$ cat config.mk
export PLATFORM = sky130hd
export DESIGN_NAME = thermal_and_memory_pressure_monitor
export DESIGN_NICKNAME = d
export VERILOG_FILES = /design/src/hdl/tpm_pkg.sv /design/src/hdl/tpm_csr.sv /design/src/hdl/tpm_eval.sv /design/src/hdl/tpm_rsp_queue.sv /design/src/hdl/thermal_and_memory_pressure_monitor.sv
export SDC_FILE = /design/constraint.sdc
export NUM_CORES = 1
export LEC_CHECK = 0
export BUFFER_PORTS_ARGS = -buffer_cell sky130_fd_sc_hd__buf_2
export CAP_MARGIN = 20
export CORE_AREA = 4 4 195 197
export CTS_BUF_LIST = sky130_fd_sc_hd__clkbuf_8
export DETAILED_ROUTE_END_ITERATION = 10
export DIE_AREA = 0 0 199 201
export GPL_TIMING_DRIVEN = 0
export HOLD_SLACK_MARGIN = 0.02
export PLACE_DENSITY = 0.64
export SETUP_SLACK_MARGIN = 0.5
export SLEW_MARGIN = 20
export SYNTH_ARGS = -nofsm -noshare
export SYNTH_HDL_FRONTEND = slang
export SYNTH_SLANG_ARGS = --single-unit
$ cat constraint.sdc
create_clock -name clock -period 17.2 [get_ports clock]
set_clock_uncertainty 0.15 [all_clocks]
set_input_delay 3.44 -clock clock [delete_from_list [all_inputs] [get_ports clock]]
set_output_delay 3.44 -clock clock [all_outputs]
set_load 0.02 [all_outputs]
$ cat src/hdl/tpm_pkg.sv
// shared types, codes and reset values of the thermal and memory pressure monitor
`default_nettype none

package tpm_pkg;

   // field widths
   localparam int TEMP_W  = 8;
   localparam int BYTES_W = 48;
   localparam int ACT_W   = 3;
   localparam int CSR_IDX_W = 3;

   // up to this many results per item
   localparam int MAX_ACTS = 3;
   localparam int CNT_W    = 2;

   // result queue: four entries, so an item may enter while at most one entry is used
   localparam int QUEUE_DEPTH = 4;
   localparam int QPTR_W      = 2;
   localparam int QCNT_W      = 3;

   // action codes
   localparam logic [ACT_W-1:0] ACT_WARN        = 3'd0;
   localparam logic [ACT_W-1:0] ACT_UNLOAD      = 3'd1;
   localparam logic [ACT_W-1:0] ACT_CRITICAL    = 3'd2;
   localparam logic [ACT_W-1:0] ACT_RECOVERED   = 3'd3;
   localparam logic [ACT_W-1:0] ACT_GAMING_TRIM = 3'd4;
   localparam logic [ACT_W-1:0] ACT_FLOOR_TRIM  = 3'd5;

   // register indexes
   localparam logic [CSR_IDX_W-1:0] CSR_CRITICAL_TEMP  = 3'd0;
   localparam logic [CSR_IDX_W-1:0] CSR_UNLOAD_TEMP    = 3'd1;
   localparam logic [CSR_IDX_W-1:0] CSR_WARN_TEMP      = 3'd2;
   localparam logic [CSR_IDX_W-1:0] CSR_RECOVER_TEMP   = 3'd3;
   localparam logic [CSR_IDX_W-1:0] CSR_GAMING_ENABLE  = 3'd4;
   localparam logic [CSR_IDX_W-1:0] CSR_GAMING_MIN     = 3'd5;
   localparam logic [CSR_IDX_W-1:0] CSR_FLOOR_ENABLE   = 3'd6;
   localparam logic [CSR_IDX_W-1:0] CSR_FLOOR_MIN      = 3'd7;

   // register reset values
   localparam logic [TEMP_W-1:0] RST_CRITICAL_TEMP = 8'd95;
   localparam logic [TEMP_W-1:0] RST_UNLOAD_TEMP   = 8'd90;
   localparam logic [TEMP_W-1:0] RST_WARN_TEMP     = 8'd85;
   localparam logic [TEMP_W-1:0] RST_RECOVER_TEMP  = 8'd75;

   typedef struct packed {
      logic                sample_valid;
      logic [TEMP_W-1:0]   temperature;
      logic [BYTES_W-1:0]  mem_used;
      logic [BYTES_W-1:0]  mem_total;
      logic                thermal_check;
      logic                memory_check;
   } req_type;

   typedef struct packed {
      logic [ACT_W-1:0] action;
      logic             last_action;
   } rsp_type;

   typedef struct packed {
      logic [TEMP_W-1:0]  critical_temp;
      logic [TEMP_W-1:0]  unload_temp;
      logic [TEMP_W-1:0]  warn_temp;
      logic [TEMP_W-1:0]  recover_temp;
      logic               gaming_guard_enable;
      logic [BYTES_W-1:0] game_free_limit;
      logic               floor_guard_enable;
      logic [BYTES_W-1:0] server_free_limit;
   } cfg_type;

   // actions of one item, in emit order, with their count
   typedef struct packed {
      logic [CNT_W-1:0]                 count;
      logic [MAX_ACTS-1:0][ACT_W-1:0]   act;
   } bundle_type;

endpackage

`default_nettype wire

$ cat src/hdl/tpm_csr.sv
// configuration registers of the monitor
`default_nettype none

module tpm_csr (
   input  wire logic                          clock,
   input  wire logic                          reset,
   input  wire logic                          csr_valid,
   output logic                               csr_ready,
   input  wire logic [tpm_pkg::CSR_IDX_W-1:0] csr_index,
   input  wire logic [tpm_pkg::BYTES_W-1:0]   csr_wdata,
   output tpm_pkg::cfg_type                   cfg
);

   tpm_pkg::cfg_type cfg_ff;
   tpm_pkg::cfg_type cfg_in;

   assign csr_ready = 1'b1;
   assign cfg = cfg_ff;

   // decode one register write
   always_comb begin
      cfg_in = cfg_ff;
      if (csr_valid) begin
         unique case (csr_index)
            tpm_pkg::CSR_CRITICAL_TEMP: cfg_in.critical_temp = csr_wdata[tpm_pkg::TEMP_W-1:0];
            tpm_pkg::CSR_UNLOAD_TEMP:   cfg_in.unload_temp   = csr_wdata[tpm_pkg::TEMP_W-1:0];
            tpm_pkg::CSR_WARN_TEMP:     cfg_in.warn_temp     = csr_wdata[tpm_pkg::TEMP_W-1:0];
            tpm_pkg::CSR_RECOVER_TEMP:  cfg_in.recover_temp  = csr_wdata[tpm_pkg::TEMP_W-1:0];
            tpm_pkg::CSR_GAMING_ENABLE: cfg_in.gaming_guard_enable = csr_wdata[0];
            tpm_pkg::CSR_GAMING_MIN:    cfg_in.game_free_limit     = csr_wdata;
            tpm_pkg::CSR_FLOOR_ENABLE:  cfg_in.floor_guard_enable  = csr_wdata[0];
            tpm_pkg::CSR_FLOOR_MIN:     cfg_in.server_free_limit   = csr_wdata;
            default:                    cfg_in = cfg_ff;
         endcase
      end
   end

   always_ff @(posedge clock) begin
      if (reset) begin
         cfg_ff.critical_temp       <= tpm_pkg::RST_CRITICAL_TEMP;
         cfg_ff.unload_temp         <= tpm_pkg::RST_UNLOAD_TEMP;
         cfg_ff.warn_temp           <= tpm_pkg::RST_WARN_TEMP;
         cfg_ff.recover_temp        <= tpm_pkg::RST_RECOVER_TEMP;
         cfg_ff.gaming_guard_enable <= 1'b0;
         cfg_ff.game_free_limit     <= '0;
         cfg_ff.floor_guard_enable  <= 1'b0;
         cfg_ff.server_free_limit   <= '0;
      end else begin
         cfg_ff <= cfg_in;
      end
   end

endmodule

`default_nettype wire

$ cat src/hdl/tpm_eval.sv
// input register, threshold and watchdog evaluation, state flags
`default_nettype none

module tpm_eval (
   input  wire logic             clock,
   input  wire logic             reset,
   input  wire logic             req_valid,
   output logic                  req_stall,
   input  wire tpm_pkg::req_type req_data,
   input  wire tpm_pkg::cfg_type cfg,
   input  wire logic             space_ok,
   output logic                  push,
   output tpm_pkg::bundle_type   bundle
);

   tpm_pkg::req_type item_ff;
   logic             item_valid_ff;
   logic             item_valid_in;
   logic             load;

   logic unloaded_ff, unloaded_in;
   logic warned_ff, warned_in;
   logic game_trim_done_ff, game_trim_done_in;
   logic server_trim_done_ff, server_trim_done_in;

   logic                        th_fire;
   logic [tpm_pkg::ACT_W-1:0]   th_act;
   logic                        gm_fire;
   logic                        fl_fire;
   logic [tpm_pkg::BYTES_W-1:0] free_bytes;
   logic                        gm_low;
   logic                        fl_low;
   logic                        th_on;
   logic                        mem_on;
   logic [tpm_pkg::CNT_W-1:0]   gm_pos;

   // the item in the register is evaluated once the result queue has room
   assign push          = item_valid_ff && space_ok;
   assign req_stall     = item_valid_ff && !space_ok;
   assign load          = req_valid && !req_stall;
   assign item_valid_in = load ? 1'b1 : (push ? 1'b0 : item_valid_ff);

   assign th_on  = item_ff.sample_valid && item_ff.thermal_check;
   assign mem_on = item_ff.sample_valid && item_ff.memory_check;

   // temperature hysteresis, first matching threshold wins
   always_comb begin
      th_fire     = 1'b0;
      th_act      = tpm_pkg::ACT_WARN;
      unloaded_in = unloaded_ff;
      warned_in   = warned_ff;
      if (th_on) begin
         priority if (item_ff.temperature >= cfg.critical_temp) begin
            unloaded_in = 1'b1;
            th_fire     = 1'b1;
            th_act      = tpm_pkg::ACT_CRITICAL;
         end else if (item_ff.temperature >= cfg.unload_temp) begin
            th_fire     = !unloaded_ff;
            th_act      = tpm_pkg::ACT_UNLOAD;
            unloaded_in = 1'b1;
         end else if (item_ff.temperature >= cfg.warn_temp) begin
            if (!warned_ff && !unloaded_ff) begin
               th_fire   = 1'b1;
               th_act    = tpm_pkg::ACT_WARN;
               warned_in = 1'b1;
            end
         end else if (item_ff.temperature < cfg.recover_temp) begin
            th_fire     = unloaded_ff;
            th_act      = tpm_pkg::ACT_RECOVERED;
            unloaded_in = 1'b0;
            warned_in   = 1'b0;
         end else begin
            th_fire = 1'b0;
         end
      end
   end

   // free memory clamped at zero
   assign free_bytes = (item_ff.mem_total > item_ff.mem_used) ?
                       (item_ff.mem_total - item_ff.mem_used) : '0;
   assign gm_low = free_bytes < cfg.game_free_limit;
   assign fl_low = free_bytes < cfg.server_free_limit;

   // low free memory watchdogs, each re-arms when memory recovers
   always_comb begin
      gm_fire             = 1'b0;
      fl_fire             = 1'b0;
      game_trim_done_in   = game_trim_done_ff;
      server_trim_done_in = server_trim_done_ff;
      if (mem_on && cfg.gaming_guard_enable) begin
         gm_fire           = gm_low && !game_trim_done_ff;
         game_trim_done_in = gm_low;
      end
      if (mem_on && cfg.floor_guard_enable) begin
         fl_fire             = fl_low && !server_trim_done_ff;
         server_trim_done_in = fl_low;
      end
   end

   // pack the actions in order: thermal, gaming trim, floor trim
   assign gm_pos = {1'b0, th_fire};

   always_comb begin
      bundle.count = {1'b0, th_fire} + {1'b0, gm_fire} + {1'b0, fl_fire};
      for (int k = 0; k < tpm_pkg::MAX_ACTS; k++) begin
         if (th_fire && k == 0) begin
            bundle.act[k] = th_act;
         end else if (gm_fire && gm_pos == tpm_pkg::CNT_W'(k)) begin
            bundle.act[k] = tpm_pkg::ACT_GAMING_TRIM;
         end else begin
            bundle.act[k] = tpm_pkg::ACT_FLOOR_TRIM;
         end
      end
   end

   // item register
   always_ff @(posedge clock) begin
      if (reset) begin
         item_valid_ff <= 1'b0;
      end else begin
         item_valid_ff <= item_valid_in;
      end
   end

   always_ff @(posedge clock) begin
      if (load) begin
         item_ff <= req_data;
      end
   end

   // state flags change only when the item is evaluated
   always_ff @(posedge clock) begin
      if (reset) begin
         unloaded_ff         <= 1'b0;
         warned_ff           <= 1'b0;
         game_trim_done_ff   <= 1'b0;
         server_trim_done_ff <= 1'b0;
      end else if (push) begin
         unloaded_ff         <= unloaded_in;
         warned_ff           <= warned_in;
         game_trim_done_ff   <= game_trim_done_in;
         server_trim_done_ff <= server_trim_done_in;
      end
   end

endmodule

`default_nettype wire

$ cat src/hdl/tpm_rsp_queue.sv
// result queue: takes up to three actions at once, hands out one per cycle while the result side does not stall
`default_nettype none

module tpm_rsp_queue (
   input  wire logic                clock,
   input  wire logic                reset,
   input  wire logic                push,
   input  wire tpm_pkg::bundle_type bundle,
   output logic                     space_ok,
   output logic                     rsp_valid,
   input  wire logic                rsp_stall,
   output tpm_pkg::rsp_type         rsp_data
);

   tpm_pkg::rsp_type mem_ff [tpm_pkg::QUEUE_DEPTH];

   logic [tpm_pkg::QPTR_W-1:0] rd_ptr_ff, rd_ptr_in;
   logic [tpm_pkg::QPTR_W-1:0] wr_ptr_ff, wr_ptr_in;
   logic [tpm_pkg::QCNT_W-1:0] count_ff, count_in;
   logic [tpm_pkg::CNT_W-1:0]  push_count;
   logic                       pop;

   // room for a full item of three actions
   assign space_ok   = count_ff <= tpm_pkg::QCNT_W'(tpm_pkg::QUEUE_DEPTH - tpm_pkg::MAX_ACTS);
   assign push_count = push ? bundle.count : '0;

   assign rsp_valid = count_ff != '0;
   assign rsp_data  = mem_ff[rd_ptr_ff];
   assign pop       = rsp_valid && !rsp_stall;

   assign rd_ptr_in = rd_ptr_ff + tpm_pkg::QPTR_W'(pop);
   assign wr_ptr_in = wr_ptr_ff + tpm_pkg::QPTR_W'(push_count);
   assign count_in  = count_ff + tpm_pkg::QCNT_W'(push_count) - tpm_pkg::QCNT_W'(pop);

   // pointers and fill count
   always_ff @(posedge clock) begin
      if (reset) begin
         rd_ptr_ff <= '0;
         wr_ptr_ff <= '0;
         count_ff  <= '0;
      end else begin
         rd_ptr_ff <= rd_ptr_in;
         wr_ptr_ff <= wr_ptr_in;
         count_ff  <= count_in;
      end
   end

   // write the actions of one item, marking the final one
   always_ff @(posedge clock) begin
      for (int k = 0; k < tpm_pkg::MAX_ACTS; k++) begin
         if (tpm_pkg::CNT_W'(k) < push_count) begin
            mem_ff[wr_ptr_ff + tpm_pkg::QPTR_W'(k)].action      <= bundle.act[k];
            mem_ff[wr_ptr_ff + tpm_pkg::QPTR_W'(k)].last_action <=
               (tpm_pkg::CNT_W'(k) == push_count - 2'd1);
         end
      end
   end

endmodule

`default_nettype wire

$ cat src/hdl/thermal_and_memory_pressure_monitor.sv
// top level of the thermal and memory pressure monitor
// path: an accepted item is held in the input register, then written to the result queue
// throughput: one item per cycle while each causes at most one result and the
//   result side keeps up; an item with n results takes n queue entries, and
//   the input stalls until three of the four entries are free
// reset: synchronous, clears the queue, the state flags and loads register defaults
`default_nettype none

module thermal_and_memory_pressure_monitor (
   input  wire logic                          clock,
   input  wire logic                          reset,
   input  wire logic                          req_valid,
   output logic                               req_stall,
   input  wire tpm_pkg::req_type              req_data,
   output logic                               rsp_valid,
   input  wire logic                          rsp_stall,
   output tpm_pkg::rsp_type                   rsp_data,
   input  wire logic                          csr_valid,
   output logic                               csr_ready,
   input  wire logic [tpm_pkg::CSR_IDX_W-1:0] csr_index,
   input  wire logic [tpm_pkg::BYTES_W-1:0]   csr_wdata
);

   tpm_pkg::cfg_type    cfg;
   tpm_pkg::bundle_type bundle;
   logic                push;
   logic                space_ok;

   tpm_csr u_csr (
      .clock     (clock),
      .reset     (reset),
      .csr_valid (csr_valid),
      .csr_ready (csr_ready),
      .csr_index (csr_index),
      .csr_wdata (csr_wdata),
      .cfg       (cfg)
   );

   tpm_eval u_eval (
      .clock     (clock),
      .reset     (reset),
      .req_valid (req_valid),
      .req_stall (req_stall),
      .req_data  (req_data),
      .cfg       (cfg),
      .space_ok  (space_ok),
      .push      (push),
      .bundle    (bundle)
   );

   tpm_rsp_queue u_queue (
      .clock     (clock),
      .reset     (reset),
      .push      (push),
      .bundle    (bundle),
      .space_ok  (space_ok),
      .rsp_valid (rsp_valid),
      .rsp_stall (rsp_stall),
      .rsp_data  (rsp_data)
   );

endmodule

`default_nettype wire

Word-level counts from Yosys, hierarchy flattened
Memory sizes are Yosys's and may differ from the RTL's. A register that Yosys moved wholly into a read port is not among the register bits.
Cells that the tools add are included.
{"block": "classes", "addsub": 10, "magnitude_cmp": 11, "n_eq_ne": 11, "n_mux": 33, "bitwise": 2, "reduce_logical": 39}
{"cell": "48-bit < comparator", "count": 2}
{"cell": "48-bit greater-than comparator", "count": 1}
{"cell": "48-bit two-way mux", "count": 1}
{"cell": "48-bit subtractor", "count": 1}
{"cell": "8-bit >= comparator", "count": 3}
{"cell": "1-bit two-way mux", "count": 24}
{"cell": "2-bit AND reduction", "count": 10}
{"cell": "3-bit two-way mux", "count": 5}
{"cell": "1-bit logical AND", "count": 13}
{"cell": "3-bit equality test (second input constant)", "count": 4}
{"cell": "8-bit < comparator", "count": 1}
{"cell": "1-bit zero test", "count": 7}
{"cell": "3-bit by 2-bit equality test with 1-bit output (second input constant)", "count": 2}
{"cell": "2-bit two-way mux", "count": 3}
{"cell": "6-bit AND reduction", "count": 1}
{"cell": "3-bit nonzero test", "count": 2}
{"cell": "2-bit by 1-bit adder with 2-bit output", "count": 2}
{"cell": "2-bit zero test", "count": 2}
{"cell": "1-bit by 2-bit < comparator with 1-bit output (first input constant)", "count": 2}
{"cell": "4-bit AND reduction", "count": 1}
{"cell": "2-bit nonzero test", "count": 2}
{"cell": "3-bit by 2-bit adder with 3-bit output", "count": 1}
{"cell": "3-bit by 1-bit equality test with 1-bit output (second input constant)", "count": 1}
{"cell": "3-bit by 1-bit less-or-equal comparator with 1-bit output (second input constant)", "count": 1}
{"cell": "other kinds (13)", "count": 14}
{"block": "word_totals", "ff_bits": 249, "mem_bits_rw": 16, "in_bits": 163, "out_inout_bits": 7, "word_cells": 129, "n_memories": 1}
{"name": "u_queue.mem_ff", "words": 4, "word_bits": 4, "read_ports": 1, "rd_ports_with_merged_regs": 1, "write_ports": 3, "line_no": "tpm_rsp_queue.sv:15", "text": "tpm_pkg::rsp_type mem_ff [tpm_pkg::QUEUE_DEPTH];"}

Logic depth before layout (Yosys ltp)
{"block": "depth", "depth_word": 13, "depth_mapped": 34, "mapped_depth_nobuf": 32}

Modules after synthesis
Synthesis repeated with hierarchy kept, for this count alone.
{"block": "unflattened", "cells_unflattened": 1681, "area_unflattened_um2": 16602.2}
{"module": "tpm_eval", "n_inst": 1, "cells_per_inst": 1061, "area_each_um2": 9838.2, "seq_area_each_um2": 3313.2}
{"module": "tpm_csr", "n_inst": 1, "cells_per_inst": 494, "area_each_um2": 5298.8, "seq_area_each_um2": 2602.5}
{"module": "tpm_rsp_queue", "n_inst": 1, "cells_per_inst": 126, "area_each_um2": 1465.2, "seq_area_each_um2": 620.6}

Least setup slack after synthesis
OpenSTA, ideal clock, no wires.
{"block": "synth_timing", "kind": "input port to flip-flop", "from": "in req_valid", "to": "reg u_eval.item_ff[0] in the netlist's numbering (enable)", "setup_time_ns": 0.584, "arrival_ns": 8.091, "required_time_ns": 16.466, "path_slack_ns": 8.374, "path_stages": 1, "n_path_buf": 0, "path_cell_list": "nor2b_1"}
{"block": "synth_via", "elab_chain_cells": 1}
{"element": "start, declared", "line_no": "thermal_and_memory_pressure_monitor.sv:12", "text": "input wire logic req_valid,"}
{"element": "1-bit logical AND", "line_no": "tpm_eval.sv:40", "text": "assign load = req_valid && !req_stall;"}
{"element": "end signal, assigned", "line_no": "tpm_eval.sv:127", "text": "item_ff <= req_data;"}
{"element": "end, declared", "line_no": "tpm_eval.sv:16", "text": "tpm_pkg::req_type item_ff;"}
No other way between the ends.
A chain may end at the register's enable or synchronous reset.

Worst setup path after layout
{"block": "layout_timing", "from": "reg u_eval.item_ff[2] in the netlist's numbering", "to": "reg u_queue.count_ff[2] in the netlist's numbering"}
{"block": "layout_via", "elab_chain_cells": 10, "elab_cells_between_ends": 14, "cone_classes": "add/sub: 5; order compare: 3; mux: 4; reduce/logical: 2"}
{"element": "48-bit subtractor or 48-bit greater-than comparator (tied branches)", "line_no": "tpm_eval.sv:80, tpm_eval.sv:79"}
{"element": "48-bit two-way mux *", "line_no": "tpm_eval.sv:79", "text": "assign free_bytes = (item_ff.mem_total > item_ff.mem_used) ?"}
{"element": "48-bit < comparator", "line_no": "tpm_eval.sv:81", "text": "assign gm_low = free_bytes < cfg.game_free_limit;"}
{"element": "1-bit logical AND", "line_no": "tpm_eval.sv:91", "text": "gm_fire = gm_low && !game_trim_done_ff;"}
{"element": "1-bit two-way mux", "line_no": "tpm_eval.sv:90", "text": "if (mem_on && cfg.gaming_guard_enable) begin"}
{"element": "1-bit by 1-bit adder with 2-bit output", "line_no": "tpm_eval.sv:104", "text": "bundle.count = {1'b0, th_fire} + {1'b0, gm_fire} + {1'b0, fl_fire};"}
{"element": "2-bit by 1-bit adder with 2-bit output *", "line_no": "tpm_eval.sv:104"}
{"element": "2-bit two-way mux *", "line_no": "tpm_rsp_queue.sv:25", "text": "assign push_count = push ? bundle.count : '0;"}
{"element": "3-bit by 2-bit adder with 3-bit output *", "line_no": "tpm_rsp_queue.sv:33", "text": "assign count_in = count_ff + tpm_pkg::QCNT_W'(push_count) - tpm_pkg::QCNT_W'(pop);"}
{"element": "3-bit by 1-bit subtractor with 3-bit output *", "line_no": "tpm_rsp_queue.sv:33"}
{"element": "end signal, assigned", "line_no": "tpm_rsp_queue.sv:44", "text": "count_ff <= count_in;"}
{"element": "end, declared", "line_no": "tpm_rsp_queue.sv:19", "text": "logic [tpm_pkg::QCNT_W-1:0] count_ff, count_in;"}
Every way passes the cells marked *; elsewhere a longest branch is shown, timed or not.

==> results.json <==
{
  "io_buffer_count": 166,
  "hp-class": "flop to flop",
  "ys_warn_count": 0,
  "critPathLaunchType": "flop",
  "slowest_delay_ps": 640,
  "cpMostUsedCell": "nor2_1",
  "irDropWorstVdd_mv": 0.06079,
  "io_pins": 170,
  "synth_area_per_cell_um2": 8.720,
  "final_common_cell": "nand2_1",
  "setup_slack_ps": 7797,
  "die_area_um2": 40000,
  "cts_setup_buffers": 0,
  "cts_tree": "done",
  "preCtsSetupSlack_ps": 7949,
  "grt.total_usage_pct": 20.50,
  "cts_root_buf": "clkbuf_8",
  "hold_start": "u_csr.cfg[74]",
  "crit_start": "u_eval.item_ff[2]",
  "fp.dieW_um": 199,
  "p_total_uw": 2006,
  "fmax_ghz": 0.1063,
  "end_kind": "flop",
  "worstPathMaxFanout": 10,
  "cts_sinks": 265,
  "yosys.area.top_type": "edfxtp_1",
  "hold_viol_final": 0,
  "grt_pass1_wl_mm": 66.50,
  "final.period_utilization_pct": 54.67,
  "placementRows": 70,
  "grt_setup_unrepaired": "false",
  "clk-insertion-delay-late_ps": 620,
  "syn-num-nets": 2145,
  "syn_area_um2": 15720,
  "netlist_instances": 1803,
  "slew_violations": 0,
  "cp_data_required_time_ps": 17520,
  "drc": 0,
  "dp.cells": 2442,
  "arrival_ps": 9720,
  "worst_pin_slew_ps": 869.7,
  "vias_per_cell": 5.277,
  "area_growth_pct": 15.89,
  "final.min_clock_period_ps": 9403,
  "setup_tns_ps": 0,
  "synth_cell_types": 79,
  "drive_gt1_share_pct": 13.92,
  "wl_per_cell_um": 16.45,
  "synth_area_leaders": "edfxtp_1, dfxtp_1, ha_1",
  "nets": 2365,
  "routed_wl_mm": 41.70,
  "critical_path_class": "flop to flop",
  "drv_cap": 0,
  "gp_routability_congestion": 0.8917,
  "outcome": "finished, final reports clean",
  "detailroute.via_count": 13376,
  "cts_buffers": 47,
  "seq_area_frac_synth_pct": 40.81,
  "antenna_found_initial": 3,
  "synth_edf_count": 111,
  "holdBufCountCts": 0,
  "cts_resized": 0,
  "grt_start_max_net_pins": 30,
  "max_slew_margin_pct": 41.23,
  "start_util_pct": 43.36,
  "dp.final_hpwl_mm": 32.33,
  "die_h_um": 201,
  "hold_slack_ps": 302.9,
  "setup_viol": 0,
  "async_reset_ff_share_pct": 0,
  "leakagePower_uw": 0.007739,
  "rr_startpoint": "u_eval.item_ff[2]",
  "htreeDepth": 2,
  "layout_common_cells": "nand2_1, inv_1, a21oi_1",
  "drt_pre_antenna_iters": 5,
  "critPathSlowestCell": "clkbuf_1",
  "path_clk_slew_ps": 60,
  "synth_flop_cell": "dfxtp_1",
  "overflow": 0,
  "power_density_nw_per_um2": 110.1,
  "final_cells": 2535,
  "synth_top_area_share_pct": 21.20,
  "clockBufferDepth": 3,
  "first_global_vias": 13027,
  "drt_iter0_drc": 712,
  "antenna_left": 0,
  "core-area_um2": 36260,
  "ys_seq_elements": 265
}
==> logic make-up (layout without fill, tap and decap cells) <==
logic type / after synthesis / after routing / synth area share (%)
fa+ha+maj: 181 / 181 / 14.52
mux: 16 / 16 / 1.337
xor+xnor: 35 / 35 / 1.950
other cells: 1 / 6 / 0.02385
flops: 265 / 265 / 40.81
buf+inv: 273 / 532 / 6.828
compound gates: 426 / 426 / 16.94
simple gates: 606 / 606 / 17.60
==> power breakdown <==
part	leakage (µW)	switching, µW	total, µW	internal (µW)
Sequential	0.00232	22.0	727	705
Clock	0.000567	273	610	337
Combinational	0.00485	391	670	278
Total	0.00774	686	2010	1320
==> stage by stage <==
| step | instance area, µm² | utilization [%] |
|---|---|---|
| 2_1_floorplan | 15720 | - |
| 3_3_place_gp | 17140 | 47.27 |
| 3_5_place_dp | 17230 | 47.52 |
| 4_1_cts | 18210 | 50.22 |
| 5_1_grt | 18210 | 50.22 |
| 6_report | 18220 | 50.25 |
==> synthesized netlist by cell type (4+ instances only) <==
cell type    n
and2_1       7
clkbuf_2     4
a2111oi_0    4
dfxtp_1    154
buf_1        4
buf_2        8
nor2b_1     25
nand3_1     22
mux4_2       4
o21a_1      11
o211ai_1    11
nand2b_1    16
nor3_1      30
o21ai_1      4
a211o_1     17
ha_1       176
o21ai_0     57
a22oi_1      5
nand4_1     30
or2_2        6
o31ai_1      5
nor4_1       6
edfxtp_1   111
inv_1      201
a221oi_1     4
a211oi_1    10
nor2_1     125
a21oi_1    191
mux2i_1     12
xor2_1      13
a31oi_1      5
nand2_1    291
o21bai_1     8
a21o_1      58
nand3b_1     6
clkbuf_1    50
xnor2_1     22
nor3b_1      8
and3_1      11
==> cell type report <==
type | count | area [µm²]
multi-input combinational | 1265 | 8242
clock buffer | 55 | 757.0
inverter | 201 | 754.5
buffer | 72 | 319.1
sequential | 265 | 6416
fill | 3533 | 18040
tap | 468 | 585.6
clock inverter | 33 | 220.2
timing repair buffer | 171 | 914.6
antenna | 5 | 12.51
==> routing by layer <==
| metal | track usage [%] | vias to the layer above | wire length [µm] | part of all wire, % |
|---|---|---|---|---|
| met2 | 32.34 | 320 | 18950 | 45 |
| met5 | 0 | - | 25 | 0.060 |
| li1 | - | 6706 | - | - |
| met1 | 28.52 | 6265 | 19320 | 46 |
| met3 | 3.693 | 79 | 2195 | 5.3 |
| met4 | 6.693 | 6 | 1206 | 2.9 |
==> flip-flops by register name (all words and copies together), names as in the netlist <==
name	flops
u_csr.cfg	130
u_eval.item_ff	107
u_queue.mem_ff	16
u_queue.count_ff	3
u_queue.rd_ptr_ff	2
u_queue.wr_ptr_ff	2
u_eval.game_trim_done_ff	1
u_eval.item_valid_ff	1
u_eval.server_trim_done_ff	1
u_eval.unloaded_ff	1
u_eval.warned_ff	1
==> path summary, 6_finish.rpt <==
path                                       endpoint  slack (ps)  cells after the start
worst min-delay path                  u_csr.cfg[74]         300                      2
worst max-delay path            u_queue.count_ff[2]        7800                     31
worst min register to register        u_csr.cfg[74]         300                      2
worst max register to register  u_queue.count_ff[2]        7800                     31
==> critical path: cells and delay by family, from the launching register on <==
kind / cells / cell delay, ps
adder cells (fa/ha/maj): 6 / 2230
AND/OR/NAND/NOR: 9 / 2270
flip-flops: 1 / 360
AO/OA/AOI/OAI: 8 / 2250
buffers and inverters: 6 / 1720
XOR/XNOR: 2 / 320
Power figures use the tool's default switching activity.
